--- src/hdl/lc3ie_pkg.sv ---
// Package for the LC-3 execute unit: request codes, status codes, opcodes.
// No dependencies.
package lc3ie_pkg;

  localparam int unsigned AddrBitsDefault = 16;

  localparam logic [1:0] REQ_EXEC  = 2'd0;
  localparam logic [1:0] REQ_WRITE = 2'd1;
  localparam logic [1:0] REQ_READ  = 2'd2;
  localparam logic [1:0] REQ_SETPC = 2'd3;

  localparam logic [1:0] ST_OK   = 2'd0;
  localparam logic [1:0] ST_RTI  = 2'd1;
  localparam logic [1:0] ST_RES  = 2'd2;
  localparam logic [1:0] ST_TRAP = 2'd3;

  localparam logic [3:0] OP_BR   = 4'd0;
  localparam logic [3:0] OP_ADD  = 4'd1;
  localparam logic [3:0] OP_LD   = 4'd2;
  localparam logic [3:0] OP_ST   = 4'd3;
  localparam logic [3:0] OP_JSR  = 4'd4;
  localparam logic [3:0] OP_AND  = 4'd5;
  localparam logic [3:0] OP_LDR  = 4'd6;
  localparam logic [3:0] OP_STR  = 4'd7;
  localparam logic [3:0] OP_RTI  = 4'd8;
  localparam logic [3:0] OP_NOT  = 4'd9;
  localparam logic [3:0] OP_LDI  = 4'd10;
  localparam logic [3:0] OP_STI  = 4'd11;
  localparam logic [3:0] OP_JMP  = 4'd12;
  localparam logic [3:0] OP_RES  = 4'd13;
  localparam logic [3:0] OP_LEA  = 4'd14;
  localparam logic [3:0] OP_TRAP = 4'd15;

  localparam logic [2:0] FLAG_N = 3'b100;
  localparam logic [2:0] FLAG_Z = 3'b010;
  localparam logic [2:0] FLAG_P = 3'b001;

  // Commands from the controller to the datapath.
  typedef struct packed {
    logic load_req;   // capture the accepted item
    logic exec;       // compute and commit register/PC/flag effects
    logic mem_rd;     // start a memory read at the computed address
    logic mem_rd_ind; // start a memory read at the last read data
    logic mem_wr;     // write memory
    logic mem_wr_ind; // write memory at the last read data
    logic wb_load;    // write read data to the destination register
  } lc3ie_cmd_t;

  typedef struct packed {
    logic [1:0] req;
    logic [3:0] op;
  } lc3ie_sts_t;

  function automatic logic [2:0] cc_of(input logic [15:0] v);
    if (v == 16'd0) return FLAG_Z;
    else if (v[15]) return FLAG_N;
    else return FLAG_P;
  endfunction

endpackage

--- src/hdl/lc3ie_ctrl.sv ---
// Controller state machine of the LC-3 execute unit.
// Depends on lc3ie_pkg.
module lc3ie_ctrl import lc3ie_pkg::*; (
  input  logic       clk_i,
  input  logic       rst_ni,
  input  logic       in_valid_i,
  output logic       in_ready_o,
  output logic       out_valid_o,
  input  logic       out_ready_i,
  input  lc3ie_sts_t sts_i,
  output lc3ie_cmd_t cmd_o
);
  localparam logic [2:0] S_IDLE = 3'd0;
  localparam logic [2:0] S_EXEC = 3'd1;
  localparam logic [2:0] S_RD1  = 3'd2;
  localparam logic [2:0] S_RD2  = 3'd3;
  localparam logic [2:0] S_WB   = 3'd4;
  localparam logic [2:0] S_OUT  = 3'd5;

  logic [2:0] state_q, state_d;
  logic       ind_q, ind_d;

  assign in_ready_o  = (state_q == S_IDLE);
  assign out_valid_o = (state_q == S_OUT);

  always_comb begin
    state_d = state_q;
    ind_d   = ind_q;
    cmd_o   = '0;
    case (state_q)
      S_IDLE: begin
        if (in_valid_i) begin
          cmd_o.load_req = 1'b1;
          state_d = S_EXEC;
        end
      end
      S_EXEC: begin
        state_d = S_OUT;
        case (sts_i.req)
          REQ_EXEC: begin
            cmd_o.exec = 1'b1;
            case (sts_i.op)
              OP_LD, OP_LDR: begin
                cmd_o.mem_rd = 1'b1;
                ind_d = 1'b0;
                state_d = S_RD1;
              end
              OP_LDI, OP_STI: begin
                cmd_o.mem_rd = 1'b1;
                ind_d = 1'b1;
                state_d = S_RD1;
              end
              OP_ST, OP_STR: cmd_o.mem_wr = 1'b1;
              default: ;
            endcase
          end
          REQ_WRITE: cmd_o.mem_wr = 1'b1;
          REQ_READ: begin
            cmd_o.mem_rd = 1'b1;
            ind_d = 1'b0;
            state_d = S_RD1;
          end
          default: cmd_o.exec = 1'b1;
        endcase
      end
      S_RD1: begin
        // Read data is valid now.
        if (ind_q && sts_i.op == OP_STI) begin
          cmd_o.mem_wr_ind = 1'b1;
          state_d = S_OUT;
        end else if (ind_q) begin
          cmd_o.mem_rd_ind = 1'b1;
          state_d = S_RD2;
        end else begin
          state_d = S_WB;
        end
      end
      S_RD2: state_d = S_WB;
      S_WB: begin
        if (sts_i.req == REQ_EXEC) cmd_o.wb_load = 1'b1;
        state_d = S_OUT;
      end
      S_OUT: if (out_ready_i) state_d = S_IDLE;
      default: state_d = S_IDLE;
    endcase
  end

  always_ff @(posedge clk_i or negedge rst_ni) begin
    if (!rst_ni) begin
      state_q <= S_IDLE;
      ind_q   <= 1'b0;
    end else begin
      state_q <= state_d;
      ind_q   <= ind_d;
    end
  end
endmodule

--- config.mk ---
export PLATFORM = sky130hd
export DESIGN_NAME = lc3ie_ctrl
export DESIGN_NICKNAME = d
export VERILOG_FILES = /design/src/hdl/lc3ie_pkg.sv /design/src/hdl/lc3ie_ctrl.sv
export SDC_FILE = /design/constraint.sdc
export NUM_CORES = 1
export LEC_CHECK = 0
export BUFFER_PORTS_ARGS = -buffer_cell sky130_fd_sc_hd__buf_2
export CORE_AREA = 2 2 39 41
export CTS_BUF_LIST = sky130_fd_sc_hd__clkbuf_4 sky130_fd_sc_hd__clkbuf_8 sky130_fd_sc_hd__clkbuf_16
export CTS_CLUSTER_SIZE = 40
export DETAILED_ROUTE_END_ITERATION = 8
export DIE_AREA = 0 0 41 43
export GPL_TIMING_DRIVEN = 0
export PLACE_DENSITY = 0.71
export SLEW_MARGIN = 40
export SYNTH_ARGS = -nofsm -noshare
export SYNTH_HDL_FRONTEND = slang
export SYNTH_SLANG_ARGS = --single-unit
--- constraint.sdc ---
create_clock -name clk_i -period 1.3 [get_ports clk_i]
set_clock_uncertainty 0.1 [all_clocks]
set_input_delay 0.195 -clock clk_i [delete_from_list [all_inputs] [get_ports clk_i]]
set_output_delay 0.195 -clock clk_i [all_outputs]
set_load 0.02 [all_outputs]
---- Word level (Yosys, flattened, before mapping) ----
Cells that the tools add are included.
storage, ports and cells
  input bits .............................. 10
  logic and storage cells ................. 54
  bits in registers ....................... 4
  output and inout port bits .............. 9
operators by class
  reduce and logical (&&, ||, !) cells .... 11
  muxes and demuxes ....................... 25
  equality and inequality tests ........... 16
operators by type and width
  cell                  number
  $pmux W3 S6           1
  $mux W3               5
  $mux W1               13
  $eq A4 B2 Y1 const B  2
  $eq A4 B3 Y1 const B  2
  $eq A4 B4 Y1 const B  2
  $pmux W1 S2           4
  $reduce_or A2 Y1      4
  $eq A3 B2 Y1 const B  2
  $eq A3 B3 Y1 const B  2
  $pmux W3 S2           1
  $reduce_or A4 Y1      1
  $eq A3 B1 Y1 const B  1
  $logic_not A3 Y1      1
  $ne A3 B1 Y1 const B  1
  $reduce_and A3 Y1     1
  $eq A2 B1 Y1 const B  1
  $eq A2 B2 Y1 const B  1
  $logic_not A2 Y1      1
  $mux W2               1
  $ne A2 B1 Y1 const B  1
  $ne A2 B2 Y1 const B  1
  $reduce_and A2 Y1     1
  $reduce_bool A2 Y1    1
  $logic_and A1 B1 Y1   1

---- Logic depth before layout (Yosys ltp) ----
  depth in word-level cells ............... 5
  mapped depth ............................ 5
  depth with buffers taken out ............ 5

---- Worst setup path after synthesis ----
OpenSTA, ideal clock, no wires.
  path kind ............................... register to output
  start ................................... register state_q[0]
  end ..................................... output port cmd_o[6] in the netlist's numbering
  data required time ...................... 1005 ps
  setup slack ............................. -418 ps
  path buffers ............................ 1
  data arrival time ....................... 1423 ps
  stages on the path, launching flop included .. 4
  cell sequence ........................... dfrtp_1 -> clkbuf_1 -> nor3_1 -> and2_1
RTL lines
  what                      line              source
  start: declaration        lc3ie_ctrl.sv:20  logic [2:0] state_q, state_d;
  start signal: assignment  lc3ie_ctrl.sv:93  state_q <= state_d;
  end: declaration          lc3ie_ctrl.sv:11  output lc3ie_cmd_t cmd_o

==> results.ini <==
[run_status]
status=finished, violations left
violations=negative setup slack

[placed_design]
place_ws_ns=-0.2625
portBuffers=18
place_congestion=0.7919
dpl_cell_area_um2=591.8
placed_cells=85

[logic_synthesis]
synthArstFlopShare=1.000
yosysWarnings=0
synth_top_family_by_area=simple AND/OR/NAND/NOR gates
syn-num-nets=64
synth_cells=51
synth.area.mux_share=0.03488
yosysTopAreaCellShare=0.2326
synth-adder-area-share=0.08721
syn_area_um2=430.4
synth_compound_gate_area_share=0.1977
synth-simple-area-share=0.3576
syn-mean-instance-area_um2=8.439
yosys-top-cells-area=dfrtp_1, ha_1, a21oi_1
synth-edff-count=0
ys.flop_type=dfrtp_1
ys_seq_area_frac=0.2326
synth_xor_area_frac=0
synth_cell_type_count=30
synth-seq-cells=4
yosysTopAreaCell=dfrtp_1

[sta]
grt_setup_unrepaired=yes
max-slew-margin-rel=0.8118
tns_ns=-3.235
setup_viol=13
fin_crit_sh=1.262
hold_viol=0
fmax_mhz=609.5
maxSlewViolCount=0
hold-worst-slack_ns=0.1866
layout_setup_ws_ns=-0.3407
min_period_ns=1.641
max_slew.worst_pin.slew_ns=0.2786

[route]
antenna_left=0
drc_errors=0
drt_iter0_markers=10
routed_wl_mm=1.335
routedWlPerCell_um=13.62
vias=519
drt_first_pass_iters=6
vias_per_cell=5.296

[layout]
fin_cells=98
layout_common_cells=buf_6, buf_2, buf_4
layout.nets=97
area_growth_pct=99.71
drive_above_1_share=0.6829
antenna_cells=0
final_common_cell=buf_6
stdcell_area_um2=859.6

[critical_path]
endpoint_kind=output pin
endpoint=cmd_o[1]
startpoint=state_q[0]$_DFFE_PN0P_
worstPathArrival_ns=1.35
critical-path-top-delay-family=simple AND/OR/NAND/NOR gates
rrSetupSlack_ns=-0.28
crit_type=flop to output pin
r2r-start=state_q[2]$_DFFE_PN0P_
cp.required_ns=1.00
critPathBufInv=2
critPathSlowestCell=dfrtp_1
slowest_delay_ns=0.40
cp_cell_sequence=buf_8 > or3_4 > nor2_4 > buf_6
cp.depth=4
cp_max_fo=5
regToRegEndpoint=ind_q$_DFFE_PN0P_
rr_worst_depth=4
start_kind=flop

[die]
rows=14
die_x_um=41
pin_count=19
dieHeight_um=43
dieArea_um2=1763
start_util=0.3110
coreArea_um2=1384

[clock_network]
clock-sinks=4
clockBufferDepth=2
ctsRootBufferMaster=clkbuf_4
cts_max_level=1
insertion_delay_ns=0.24
cts_tree=built
clkSlewWorstSetupHoldPaths_ns=0.04
cts_buffers=3

[power]
p_leak_nw=0.3671
seqPwrFrac=0.158
swShare=0.4291
ir_worst_vdd_v=0.0007682
switchingPower_mw=0.6523
power.density_nw_per_um2=1769
p_comb_frac=0.740
clkPwrFrac=0.102
internal_power_mw=0.8679

[global_route]
grt_usage=0.1453
grt_antenna_before_repair=0
grt_overflow=0
grt_pass1_wl_mm=1.794
grt_pass1_vias=487
grt_max_degree=7

[run]
cap_violations=0

[hold_path]
min_path_type=primary input to asynchronous set/reset pin

-- registers in the layout, summed over array words and instances, names as in the netlist --
signal,count
state_q,3
ind_q,1
-- power by group through the flow --
| stage | clock network, mW | registers, mW | logic [mW] |
|---|---|---|---|
| global placement | 0 | 0.197 | 0.612 |
| detailed placement | 0 | 0.197 | 0.617 |
| CTS | 0.152 | 0.216 | 0.827 |
| finish | 0.155 | 0.240 | 1.13 |
| floorplan | 0 | 0.190 | 0.485 |
| global route | 0.164 | 0.245 | 1.19 |
-- Yosys cell counts, types with 2 or more instances --
library cell  n
nor3b_1       2
nand2b_1      2
inv_1         5
nor2_1        5
dfrtp_1       4
a21oi_1       4
ha_1          3
and2_1        2
nand2_1       3
-- worst min path at each step --
| stage | slack [ns] | startpoint | depth (start not counted) | endpoint |
|---|---|---|---|---|
| 2_1_floorplan | -0.20 | rst_ni | 0 | ind_q$_DFFE_PN0P_ |
| 3_3_place_gp | -0.10 | rst_ni | 1 | state_q[1]$_DFFE_PN0P_ |
| 3_5_place_dp | -0.1 | rst_ni | 1 | state_q[2]$_DFFE_PN0P_ |
| 4_1_cts | 0.19 | rst_ni | 2 | ind_q$_DFFE_PN0P_ |
| 5_1_grt | 0.21 | rst_ni | 2 | ind_q$_DFFE_PN0P_ |
| 6_report | 0.19 | rst_ni | 2 | ind_q$_DFFE_PN0P_ |
-- timing repair --
action | CTS | global route
buffers inserted | 7 | 4
endpoints found under the hold margin | 4 | 0
resized for setup | 18 | 26
endpoints found under the setup margin | 11 | 13
pin swaps | 5 | 10
gates cloned | 0 | 0
hold buffers | 1 | 0
-- kinds of logic (layout without fill, tap and decap cells) --
| kind of cell | Yosys count | after routing |
|---|---|---|
| compound gates | 12 | 12 |
| mux | 1 | 1 |
| flops | 4 | 4 |
| fa+ha+maj | 3 | 3 |
| simple gates | 23 | 23 |
| buf+inv | 8 | 39 |
-- final cells by class --
type                            instances  area, µm²
Timing Repair Buffer                   30      246.5
Inverter                                5      18.77
Fill cell                             116      524.3
Buffer                                  1      15.01
Multi-Input combinational cell         39      434.2
Tap cell                               16      20.02
Clock buffer                            3      22.52
Sequential cell                         4      102.6
-- per-layer routing --
metal  vias up  GRT usage  wire [µm]
met1       246     0.1569        486
met4         0    0.06000         13
met5         -          0          0
met3         2    0.01571         59
li1        249          -          -
met2        22     0.2625        776
-- metrics by stage --
stage	util	power [mW]
3_3_place_gp	0.4277	0.8085
2_1_floorplan	-	0.6746
5_1_grt	0.6212	1.600
6_report	0.6212	1.520
3_5_place_dp	0.4277	0.8139
4_1_cts	0.5307	1.195
-- worst reg2reg max path, cell delays in order, from the launching register on --
cell and delay, ns:
dfrtp_2 0.44, buf_6 0.15, or4b_4 0.53, nor4_4 0.15, a221o_1 0.14
Power figures use the tool's default switching activity.
